File: src/hw/rtl/hsf_div_cell.sv
// One step of the restoring divider chain, x and y lanes sharing one divisor.
// No package dependencies.
module hsf_div_cell #(
  parameter int unsigned LEN_W  = 34,
  parameter int unsigned Q_W    = 31,
  parameter int unsigned SIDE_W = 37
) (
  input  logic              clk_i,
  input  logic              en_i,
  input  logic [LEN_W:0]    rem_x_i,
  input  logic [LEN_W:0]    rem_y_i,
  input  logic [LEN_W-1:0]  len_i,
  input  logic [Q_W-1:0]    q_x_i,
  input  logic [Q_W-1:0]    q_y_i,
  input  logic [SIDE_W-1:0] side_i,
  output logic [LEN_W:0]    rem_x_o,
  output logic [LEN_W:0]    rem_y_o,
  output logic [LEN_W-1:0]  len_o,
  output logic [Q_W-1:0]    q_x_o,
  output logic [Q_W-1:0]    q_y_o,
  output logic [SIDE_W-1:0] side_o
);

  logic [LEN_W:0]    dvs;
  logic              ge_x, ge_y;
  logic [LEN_W:0]    r_x, r_y;
  logic [LEN_W:0]    rem_x_q, rem_y_q;
  logic [LEN_W-1:0]  len_q;
  logic [Q_W-1:0]    q_x_q, q_y_q;
  logic [SIDE_W-1:0] side_q;

  always_comb begin
    dvs  = {1'b0, len_i};
    ge_x = (rem_x_i >= dvs);
    ge_y = (rem_y_i >= dvs);
    r_x  = ge_x ? (rem_x_i - dvs) : rem_x_i;
    r_y  = ge_y ? (rem_y_i - dvs) : rem_y_i;
  end

  always_ff @(posedge clk_i) begin
    if (en_i) begin
      rem_x_q <= {r_x[LEN_W-1:0], 1'b0};
      rem_y_q <= {r_y[LEN_W-1:0], 1'b0};
      q_x_q   <= {q_x_i[Q_W-2:0], ge_x};
      q_y_q   <= {q_y_i[Q_W-2:0], ge_y};
      len_q   <= len_i;
      side_q  <= side_i;
    end
  end

  assign rem_x_o = rem_x_q;
  assign rem_y_o = rem_y_q;
  assign len_o   = len_q;
  assign q_x_o   = q_x_q;
  assign q_y_o   = q_y_q;
  assign side_o  = side_q;

endmodule

File: config.mk
export PLATFORM = sky130hd
export DESIGN_NAME = hsf_div_cell
export DESIGN_NICKNAME = d
export VERILOG_FILES = /design/src/hw/rtl/hsf_div_cell.sv
export SDC_FILE = /design/constraint.sdc
export NUM_CORES = 1
export LEC_CHECK = 0
export BUFFER_PORTS_ARGS = -buffer_cell sky130_fd_sc_hd__buf_2
export CORE_MARGIN = 4
export CORE_UTILIZATION = 40
export CTS_CLUSTER_DIAMETER = 150
export CTS_CLUSTER_SIZE = 12
export DETAILED_ROUTE_END_ITERATION = 16
export PLACE_DENSITY = 0.76
export SLEW_MARGIN = 20
export SYNTH_ARGS = -nofsm -noshare
export SYNTH_HDL_FRONTEND = slang
export SYNTH_SLANG_ARGS = --single-unit
File: constraint.sdc
create_clock -name clk_i -period 2.94 [get_ports clk_i]
set_input_delay 0.294 -clock clk_i [delete_from_list [all_inputs] [get_ports clk_i]]
set_output_delay 0.294 -clock clk_i [all_outputs]
set_load 0.02 [all_outputs]
==> impl_metrics.json <==
{
  "coreArea_um2": 26100,
  "whs_endpoint": "len_o[21]",
  "setup_viol": 0,
  "arrival_ns": 3.08,
  "setup_tns_ns": 0,
  "port_buffers": 403,
  "start_util": 0.406,
  "ys_seq_area_frac": 0.570,
  "yosys_register_bits": 201,
  "numClockSinks": 201,
  "slew_viol_final": 0,
  "via_per_inst": 5.04,
  "fin_cells": 1865,
  "leakagePower_nw": 7.46,
  "placedCellCount": 1724,
  "path_cells": "buf_2 > clkinvlp_4 > buf_4 > ha_4 > nor2b_1 > o21a_1 > a21o_1 > a211o_1 > a311oi_2 > or3_4 > a21oi_4 > a31oi_4 > inv_4 > clkbuf_16 > mux2_4",
  "cpPeakStageDelay_ns": 0.31,
  "critical_path.slowest_cell": "a211o_1",
  "cp-end-kind": "flip-flop",
  "busiest_layer": "met2",
  "worstPathRequired_ns": 3.18,
  "drive_gt1_frac": 0.426,
  "syn_area_per_cell_um2": 12.6,
  "final-hold-violation-count": 0,
  "p_int_w": 0.00594,
  "worst-path-max-fanout": 8,
  "finalCriticalPeriod_ns": 2.84,
  "seqPwrFrac": 0.431,
  "utilization": 0.615,
  "maxCapViolCount": 0,
  "use_met2": 0.423,
  "nFillCells": 2015,
  "first_iter_violations": 575,
  "place_ws_ns": -0.400,
  "drtAntennaViolNets": 0,
  "hold_class": "primary input to flip-flop",
  "postSynthCellCount": 842,
  "synth_warnings": 0,
  "fp-row-count": 59,
  "p_sw_frac": 0.294,
  "die_area_um2": 29100,
  "drc": 0,
  "fin_nets": 1803,
  "pin_count": 408,
  "rsz0062_at_grt": "true",
  "place.gp.congestion": 0.892,
  "num_vias": 9402,
  "critPathTopFamily": "compound AO/OA/AOI/OAI gates",
  "start_kind": "primary input",
  "p_sw_w": 0.00247,
  "dp_hpwl_um": 26900,
  "grt_pass1_wl_um": 51900,
  "die_x_um": 171,
  "tritoncts.num_buffers": 20,
  "yosys.cell_types.count": 64,
  "routed_wl_um": 35300,
  "fin_ws_ns": 0.0994,
  "async_reset_ff_frac": 0,
  "antenna_found_initial": 5,
  "crit_type": "primary input to flip-flop",
  "die_y_um": 171,
  "outcome": "finished, final reports clean",
  "cts-root-buf": "clkbuf_16",
  "hold_start": "len_i[21]",
  "grt_pass1_vias": 9794,
  "grt_usage": 0.226,
  "wl_per_cell_um": 18.9,
  "ir_worst_vdd_v": 0.000446,
  "grt_util_met1": 0.255,
  "critPathBufInv": 5,
  "clockBufferDepth": 3,
  "synth_ff_type": "edfxtp_1",
  "grt_max_degree": 66,
  "power_frac_comb": 0.301,
  "cts_tree": "done",
  "synth-edff-count": 201,
  "first_pass_iters": 5,
  "grt_util_met3": 0.0397,
  "timing.fmax_ghz": 0.352,
  "clkTransAtPathRegs_ns": 0.06,
  "p_per_area_nw_per_um2": 524,
  "htree_levels": 1,
  "min_delay_path_depth": 1,
  "grt_overflow": 0,
  "synthToLayoutAreaGrowth_pct": 51.4,
  "finalCritPeriodShare": 0.966,
  "clkPwrFrac": 0.268,
  "synth_area_um2": 10600
}
[metal layers]
layer	wire length, um	vias to the layer above
li1	-	4531
met1	13100	4406
met2	18100	361
met3	2440	98
met4	1590	6
met5	53	-
[cell usage in the layout, fill, tap and decap left out, types with 37 or more instances in the layout]
cell type,n
dlygate4sd3_1,115
xnor2_1,37
buf_2,402
edfxtp_1,201
a21oi_1,82
nor2_1,54
inv_1,60
ha_1,65
buf_4,161
a21o_1,47
[cell type report]
| class | instances | area [um^2] | area share |
|---|---|---|---|
| flip-flops and latches | 201 | 6040 | 0.377 |
| inverters | 65 | 258 | 0.0161 |
| diodes | 2 | 5.00 | 0.000312 |
| well taps | 335 | 419 | 0.0262 |
| clock buffers | 21 | 526 | 0.0328 |
| clock inverters | 1 | 5.00 | 0.000312 |
| repair buffers | 684 | 4490 | 0.280 |
| multi-input cells | 556 | 4290 | 0.267 |
[per-stage QoR]
step | total power [W] | hold slack [ns] | area [um^2]
CTS | 0.00844 | 0.0000102 | 16000
global placement | 0.00599 | 0.471 | 14300
global route | 0.00880 | 0.00330 | 16000
floorplan | 0.00501 | 0.393 | 10700
finish | 0.00840 | 0.00944 | 16000
detailed placement | 0.00605 | 0.472 | 14300
[state kept, by name, indices dropped and copies added, names as in the netlist]
register	flops
len_o	34
q_y_o	31
q_x_o	31
rem_x_o	34
side_o	37
rem_y_o	34
[cell families after synthesis]
kind of cell | synth area share
buffers and inverters | 0.0336
AOI/OAI and AO/OA | 0.147
xor gates and xnor gates | 0.0455
DFF | 0.570
other | 0.000354
adders and majority gates | 0.0841
and+or+nand+nor | 0.0687
muxes | 0.0503
[worst max path at each step]
stage / startpoint / to / slack (ns) / cells past startpoint
after floorplan: len_i[1] / rem_y_o[14] / -0.003 / 12
after global routing: len_i[1] / rem_x_o[20] / -0.00007 / 15
after CTS: len_i[31] / rem_x_o[17] / 0.009 / 14
final: len_i[1] / rem_x_o[15] / 0.1 / 15
after detailed placement: len_i[24] / rem_x_o[17] / -0.40 / 14
after global placement: rem_x_i[0] / rem_x_o[29] / -0.36 / 14
[power by group through the flow]
stage          Clock, W  Combinational [W]  Sequential [W]
2_1_floorplan         0           0.000941         0.00407
3_3_place_gp          0            0.00232         0.00367
3_5_place_dp          0            0.00237         0.00367
4_1_cts         0.00232            0.00251         0.00362
5_1_grt         0.00244            0.00272         0.00364
6_report        0.00225            0.00253         0.00362
[synthesized netlist by cell type (4+ instances only)]
library cell / instances / area [um^2]
edfxtp_1: 201 / 6040
a21oi_1: 83 / 415
ha_1: 68 / 851
inv_1: 63 / 236
nor2_1: 54 / 203
a21o_1: 47 / 353
xnor2_1: 37 / 324
nand2_1: 32 / 120
o21ai_0: 31 / 155
mux2_4: 26 / 390
xor2_1: 18 / 158
clkbuf_1: 12 / 45.0
nand4_1: 12 / 75.1
o21bai_1: 12 / 90.1
nand3_1: 11 / 55.1
mux2_2: 10 / 113
nor3_1: 10 / 50.1
a31oi_1: 9 / 56.3
a211oi_1: 7 / 52.6
o21a_1: 7 / 52.6
and3_1: 6 / 37.5
nor2b_1: 6 / 37.5
o31ai_1: 6 / 45.0
nand2b_1: 5 / 31.3
a211o_1: 4 / 35.0
o211ai_1: 4 / 30.0
[what timing repair did]
| item | 4_1_cts | 5_1_grt |
|---|---|---|
| hold buffers | 115 | 0 |
| buffers inserted | 0 | 1 |
| resized for setup | 0 | 13 |
| endpoints found under the hold margin | 115 | 0 |
| endpoints found under the setup margin | 0 | 50 |
No activity file was read; power rests on OpenSTA's default activity.
